File: src/sv/rv32ie_pkg.sv
package rv32ie_pkg;

    // Sizes of the data memory and the program window
    localparam int MEM_BYTES      = 4096;
    localparam int PROG_WORDS_MAX = 1024;

    localparam int XLEN    = 32;
    localparam int REG_N   = 32;
    localparam int REG_AW  = $clog2(REG_N);
    localparam int RD_PORTS = 3;

    // Byte memory is split into four byte lanes, one row holds one word
    localparam int BANKS  = 4;
    localparam int MEM_AW = $clog2(MEM_BYTES);
    localparam int ROWS   = MEM_BYTES / BANKS;
    localparam int ROW_W  = MEM_AW - 2;

    // Configuration port
    localparam int CFG_IDX_W  = 1;
    localparam int CFG_DATA_W = 12;
    localparam int PC_CFG_W   = 12;
    localparam int PW_W       = 11;
    localparam logic [PW_W-1:0] PW_RST = PW_W'(1024);
    localparam logic [XLEN-1:0] PC_RST = '0;

    localparam logic [CFG_IDX_W-1:0] CFG_START_PC   = 1'b0;
    localparam logic [CFG_IDX_W-1:0] CFG_PROG_WORDS = 1'b1;

    // Stream field and word widths
    localparam int IMM_W  = 21;
    localparam int TGT_W  = 12;
    localparam int S_DATA_W = 56;
    localparam int M_DATA_W = 72;

    typedef enum logic [5:0] {
        OP_ADD    = 6'd0,  OP_SUB   = 6'd1,  OP_SLL   = 6'd2,  OP_SLT   = 6'd3,
        OP_SLTU   = 6'd4,  OP_XOR   = 6'd5,  OP_SRL   = 6'd6,  OP_SRA   = 6'd7,
        OP_OR     = 6'd8,  OP_AND   = 6'd9,  OP_ADDI  = 6'd10, OP_SLTI  = 6'd11,
        OP_SLTIU  = 6'd12, OP_XORI  = 6'd13, OP_ORI   = 6'd14, OP_ANDI  = 6'd15,
        OP_SLLI   = 6'd16, OP_SRLI  = 6'd17, OP_SRAI  = 6'd18, OP_JALR  = 6'd19,
        OP_LB     = 6'd20, OP_LH    = 6'd21, OP_LW    = 6'd22, OP_LBU   = 6'd23,
        OP_LHU    = 6'd24, OP_SB    = 6'd25, OP_SH    = 6'd26, OP_SW    = 6'd27,
        OP_BEQ    = 6'd28, OP_BNE   = 6'd29, OP_BLT   = 6'd30, OP_BGE   = 6'd31,
        OP_BLTU   = 6'd32, OP_BGEU  = 6'd33, OP_JAL   = 6'd34, OP_LUI   = 6'd35,
        OP_AUIPC  = 6'd36, OP_FENCE = 6'd37, OP_ECALL = 6'd38, OP_EBREAK = 6'd39
    } op_t;

    typedef enum logic [1:0] {
        ST_RUN   = 2'd0,
        ST_HALT  = 2'd1,
        ST_RANGE = 2'd2
    } status_t;

    // Register file write
    typedef struct packed {
        logic              we;
        logic [REG_AW-1:0] addr;
        logic [XLEN-1:0]   data;
    } rf_wr_t;

    // Data memory access, one entry per byte lane
    typedef struct packed {
        logic                        rd_en;
        logic [BANKS-1:0]            wr_en;
        logic [BANKS-1:0][ROW_W-1:0] row;
        logic [BANKS-1:0][7:0]       wdata;
    } dm_req_t;

endpackage

File: src/sv/rv32ie_regfile.sv
module rv32ie_regfile import rv32ie_pkg::*; (
    input  logic                             aclk,
    input  logic                             aresetn,
    input  logic                             rd_en,
    input  logic [RD_PORTS-1:0][REG_AW-1:0]  raddr,
    input  rf_wr_t                           wr,
    output logic [RD_PORTS-1:0][XLEN-1:0]    rdata
);

    // One valid bit per register: an unwritten register reads as zero
    logic [REG_N-1:0] vld_reg;

    always_ff @(posedge aclk) begin
        if (!aresetn) begin
            vld_reg <= '0;
        end else if (wr.we) begin
            vld_reg[wr.addr] <= 1'b1;
        end
    end

    // One copy of the array per read port; each port keeps its word current
    // with later writes for as long as the reader holds it
    for (genvar p = 0; p < RD_PORTS; p++) begin : g_port
        logic [XLEN-1:0]   mem [REG_N];
        logic [XLEN-1:0]   q_reg;
        logic              q_vld_reg;
        logic [REG_AW-1:0] addr_reg;
        logic              ov_v_reg;
        logic [XLEN-1:0]   ov_reg;
        logic              hit_new;
        logic              hit_held;

        assign hit_new  = rd_en && wr.we && (wr.addr == raddr[p]);
        assign hit_held = !rd_en && wr.we && (wr.addr == addr_reg);

        // Write and registered read of the array
        always_ff @(posedge aclk) begin
            if (wr.we) begin
                mem[wr.addr] <= wr.data;
            end
            if (rd_en) begin
                q_reg    <= mem[raddr[p]];
                addr_reg <= raddr[p];
            end
            if (hit_new || hit_held) begin
                ov_reg <= wr.data;
            end
        end

        // Track whether a write landed after or during the read
        always_ff @(posedge aclk) begin
            if (!aresetn) begin
                q_vld_reg <= 1'b0;
                ov_v_reg  <= 1'b0;
            end else if (rd_en) begin
                q_vld_reg <= vld_reg[raddr[p]];
                ov_v_reg  <= hit_new;
            end else if (hit_held) begin
                ov_v_reg  <= 1'b1;
            end
        end

        assign rdata[p] = ov_v_reg ? ov_reg : (q_vld_reg ? q_reg : '0);
    end

endmodule

File: config.mk
export PLATFORM = sky130hd
export DESIGN_NAME = rv32ie_regfile
export DESIGN_NICKNAME = d
export VERILOG_FILES = /design/src/sv/rv32ie_pkg.sv /design/src/sv/rv32ie_regfile.sv
export SDC_FILE = /design/constraint.sdc
export NUM_CORES = 2
export LEC_CHECK = 0
export BUFFER_PORTS_ARGS = -buffer_cell sky130_fd_sc_hd__buf_2
export CAP_MARGIN = 20
export CORE_MARGIN = 4
export CORE_UTILIZATION = 65
export CTS_BUF_LIST = sky130_fd_sc_hd__clkbuf_2 sky130_fd_sc_hd__clkbuf_4 sky130_fd_sc_hd__clkbuf_8
export CTS_CLUSTER_SIZE = 40
export DETAILED_ROUTE_END_ITERATION = 10
export PLACE_DENSITY = 0.82
export SETUP_SLACK_MARGIN = 0.05
export SYNTH_ARGS = -nofsm -noshare
export SYNTH_HDL_FRONTEND = slang
export SYNTH_SLANG_ARGS = --single-unit
File: constraint.sdc
create_clock -name aclk -period 4.5 [get_ports aclk]
set_clock_uncertainty 0.15 [all_clocks]
set_input_delay 0.225 -clock aclk [delete_from_list [all_inputs] [get_ports aclk]]
set_output_delay 0.225 -clock aclk [all_outputs]
set_load 0.02 [all_outputs]
; Word level (Yosys, flattened, before mapping)
; Memory sizes are Yosys's and may differ from the RTL's. A register that Yosys moved wholly into a read port is not among the register bits.
; Index checks and enable logic that the tools add are counted.
[classes]
n_bitwise = 1
muxes = 22
n_eq_ne = 6
n_reduce_logical = 16
magnitude_cmp = 5
[ops]
columns = cell, count
row1 = $mux 32, 6
row2 = $or 32x32->32, 1
row3 = $eq 5x5->1, 6
row4 = $lt 5x6->1 const B, 4
row5 = $bmux 1 s5, 3
row6 = $mux 1, 12
row7 = $logic_and 1x1->1, 9
row8 = $reduce_bool 2->1, 3
row9 = $demux 1 s5, 1
row10 = $ge 5x1->1 const B, 1
row11 = $logic_or 1x1->1, 3
row12 = $logic_not 1->1, 1
[word_totals]
ff_bits = 149
out_inout_bits = 96
mem_count = 3
wordCells = 66
mem_bits_rw = 3072
in_bits = 56
[mem_list]
columns = memory, depth, word_bits, read_ports, rd_ports_with_merged_regs, wr, line_no
row1 = g_port[0].mem, 32, 32, 1, 1, 1, rv32ie_regfile.sv:24  ; logic [XLEN-1:0] mem [REG_N];
row2 = g_port[1].mem, 32, 32, 1, 1, 1, rv32ie_regfile.sv:24
row3 = g_port[2].mem, 32, 32, 1, 1, 1, rv32ie_regfile.sv:24

; Longest topological paths before layout
[logic_depth]
word_depth = 5
depth_mapped = 9
ltp_nobuf = 5

; Worst setup path before layout
; OpenSTA, ideal clock, no wires.
[synth_timing]
kind = input -> register
from = input port wr[36] (netlist name)
to = register g_port[0].ov_reg[0], enable pin
path_stages = 5
path_buffers = 2
required_ns = 3.878
setup_time_ns = 0.472
path_slack_ns = 0.382
arrival_ns = 3.496
cell_sequence = clkbuf_1 > clkbuf_1 > xnor2_1 > nand4_1 > o31ai_1
[synth_between]
elab_chain_len = 3
elab_cells_between_ends = 5
classes_between = 2 x eq/ne / 3 x reduce/logical
[synth_rtl]
columns = element, line_no
row1 = from (decl), rv32ie_regfile.sv:6  ; input rf_wr_t wr,
row2 = "$eq 5x5->1, on equally long branches", "rv32ie_regfile.sv:33, rv32ie_regfile.sv:34"
row3 = "$logic_and 1x1->1, on equally long branches", "rv32ie_regfile.sv:33, rv32ie_regfile.sv:34"
row4 = $logic_or 1x1->1 *, rv32ie_regfile.sv:45  ; if (hit_new || hit_held) begin
row5 = to (signal assigned), rv32ie_regfile.sv:46  ; ov_reg <= wr.data;
row6 = to (decl), rv32ie_regfile.sv:29  ; logic [XLEN-1:0] ov_reg;
; Mark *: on every way between the ends. The rest lies on a longest branch, timed or not.
; A chain may end at the register's enable or synchronous reset.

==> metrics.cfg <==
[yosys]
syn_area_per_cell_um2 = 21.79
synth_seq_area_share_pct = 58.65
syn_area_um2 = 64320
ys_ff_latch = 1269
synth.distinct_cells = 34
syn-num-nets = 3008
yosys_warnings = 0
syn_inst = 2952

[cts]
clock_path_buffers = 3
cts_tree = done
cts_root_buffer = clkbuf_8
ctsHtreeMaxLevel = 4
clock_latency_ns = 0.89
cts_sinks = 1269
numCtsBuffers = 199
path_clk_slew_ns = 0.06

[placed_design]
portBuffers = 151
finalWeightedCongestion = 0.8678
placed_cell_area_um2 = 67310
post-place-cells = 4213
hpwl_um = 108500

[global_route]
grt.total_usage_pct = 39.12
antenna_found_initial = 12
grt_first_pass_wirelength_um = 282300
first_global_vias = 39370
grt_max_degree = 79
grt_overflow = 0

[floorplan]
ios = 152
dieArea_um2 = 104100
die_h_um = 322.6
rows = 115
start_util_pct = 65.45
coreArea_um2 = 98280
die_width_um = 322.6

[min_path]
holdPathStages = 2
hold_class = in -> reg

[power_and_ir_drop]
power_density_nw_per_um2 = 363.7
power_mw = 26.13
leakage_nw = 22.80
ir_drop_mv = 0.4496

[routing]
ant_nets = 0
dr.first_iter.drc_count = 6198
wl_per_cell_um = 42.72
drt-vias-per-instance = 8.218
drc = 0
vias = 38110
wirelength_um = 198100
firstDrtPassIters = 6

[outcome]
run_status = completed

[finish]
largest_reg_flops = 1024
layout.cells.non_filler = 4637
fin_nets = 3235
num-fill-cells = 5352
stdcell_area_um2 = 71860
areaGrowthSynthToFinish_pct = 11.71
layout-drive-gt1-share_pct = 49.85

[sta]
setup_violations = 0
hold_viol = 0
period_minus_slack_ns = 3.379
relSlewSlack_pct = 14.77
tightest_slew_ns = 1.278
tns_ns = 0
maxSlewViolCount = 0
finalCritPeriodShare_pct = 75.10
rsz0062_at_grt = false
fmax_mhz = 295.9

[worst_setup_path]
timing.reg2reg.setup_slack_ns = 1.81
path_class = reg -> out
r2r_cells = 4
critPathRequiredTime_ns = 4.12
arrival_ns = 3.00
cp-start-kind = register
end_kind = primary output
path_max_fanout = 23

[run]
max_cap_violations = 0

-- layout make-up --
cell class,instances,area (um^2),share of cell area [%]
antenna,4,10.01,0.01393
clock buffer,260,3278,4.562
clock inverter,108,739.5,1.029
multi-input combinational,1405,25620,35.66
sequential,1269,37730,52.51
tap,1287,1610,2.241
timing repair buffer,304,2865,3.988
-- worst max-delay path, cell delays in order, from the launching register on --
cell and delay, ns:
dfxtp_1 0.35, nor2b_4 0.49, buf_4 0.56, a22o_1 0.44, buf_2 0.24
-- Yosys cell counts --
cell / number / share of area, %
or3_1: 1 / 0.0097
nor2b_1: 12 / 0.12
xnor2_1: 23 / 0.31
or3b_2: 3 / 0.041
mux2_2: 96 / 1.7
mux2i_1: 48 / 0.75
and3_1: 3 / 0.029
nand4_1: 6 / 0.058
nand3b_1: 5 / 0.058
mux4_2: 960 / 34
buf_6: 9 / 0.16
nand2b_1: 5 / 0.049
o21ai_0: 3 / 0.023
clkbuf_1: 147 / 0.86
a211oi_1: 3 / 0.035
buf_2: 69 / 0.54
o31ai_1: 1 / 0.012
dfxtp_1: 38 / 1.2
nor4_1: 1 / 0.0097
a21oi_1: 9 / 0.070
buf_1: 29 / 0.17
buf_4: 24 / 0.28
edfxtp_1: 1231 / 57
a22oi_1: 10 / 0.12
xor2_1: 7 / 0.095
nand2_1: 16 / 0.093
nand4b_1: 2 / 0.027
a31oi_1: 3 / 0.029
o21a_1: 35 / 0.41
and2_1: 3 / 0.029
nand3_1: 14 / 0.11
o32ai_1: 2 / 0.027
nor2_1: 36 / 0.21
a22o_1: 98 / 1.3
-- layout by cell type (no fill, tap or decap), drive strengths merged, types with 12 or more instances in the layout --
master,synthesis,final
buf,131,252
clkinv,0,87
xnor2,23,23
o21a,35,35
mux2,96,96
nand3,14,14
dlygate4sd3,0,52
dfxtp,38,38
nand2,16,16
mux4,960,960
nor2,36,36
edfxtp,1231,1231
nor2b,12,12
a22o,98,98
clkbuf,147,260
mux2i,48,48
-- report_power, final --
| group | internal, mW | switching, mW | total, mW |
|---|---|---|---|
| logic | 1.33 | 1.52 | 2.85 |
| registers | 13.2 | 0.155 | 13.4 |
| clock network | 5.24 | 4.66 | 9.90 |
| total | 19.8 | 6.33 | 26.1 |
-- worst paths after layout --
kind | start | endpoint
worst max-delay path | g_port[2].q_vld_reg$_SDFFE_PN0P_ | rdata[64]
worst min-delay path | raddr[12] | g_port[2].addr_reg[2]$_DFFE_PP_
worst max register to register | g_port[2].addr_reg[0]$_DFFE_PP_ | g_port[2].ov_reg[6]$_DFFE_PP_
worst min register to register | vld_reg[17]$_SDFFE_PN0P_ | vld_reg[17]$_SDFFE_PN0P_
-- metrics by stage --
| step | hold slack (ns) | utilization (%) | setup slack, ns |
|---|---|---|---|
| after floorplan | 0.1739 | - | 0.3819 |
| after detailed placement | 0.3591 | 68.49 | 1.358 |
| after global placement | 0.3465 | 68.49 | 1.395 |
| after global routing | 0.07968 | 73.11 | 1.115 |
| final | 0.1042 | 73.12 | 1.121 |
| after CTS | 0.03924 | 73.11 | 1.193 |
-- cell families (layout without fill, tap and decap cells) --
group / count (synthesis) / after routing / synth area share, %
DFF: 1269 / 1269 / 58.65
muxes: 1104 / 1104 / 36.04
buffers and inverters: 278 / 672 / 2.002
AOI/OAI and AO/OA: 164 / 164 / 2.056
and+or+nand+nor: 107 / 107 / 0.8404
xor gates and xnor gates: 30 / 30 / 0.4085
other: 0 / 4 / 0
-- per-layer routing --
layer	GRT usage [%]	up-vias	wire length (um)
met5	0	-	43
met4	20.37	6	11880
met3	14.59	767	32620
met2	57.78	3798	91340
met1	52.10	19670	62240
li1	-	13860	-
-- timing repair --
action | in CTS | in global routing
hold buffers | 52 | 0
setup buffers | 0 | 0
endpoints found under the hold margin | 1246 | 0
gates resized for setup | 0 | 0
No activity file was read; power rests on OpenSTA's default activity.
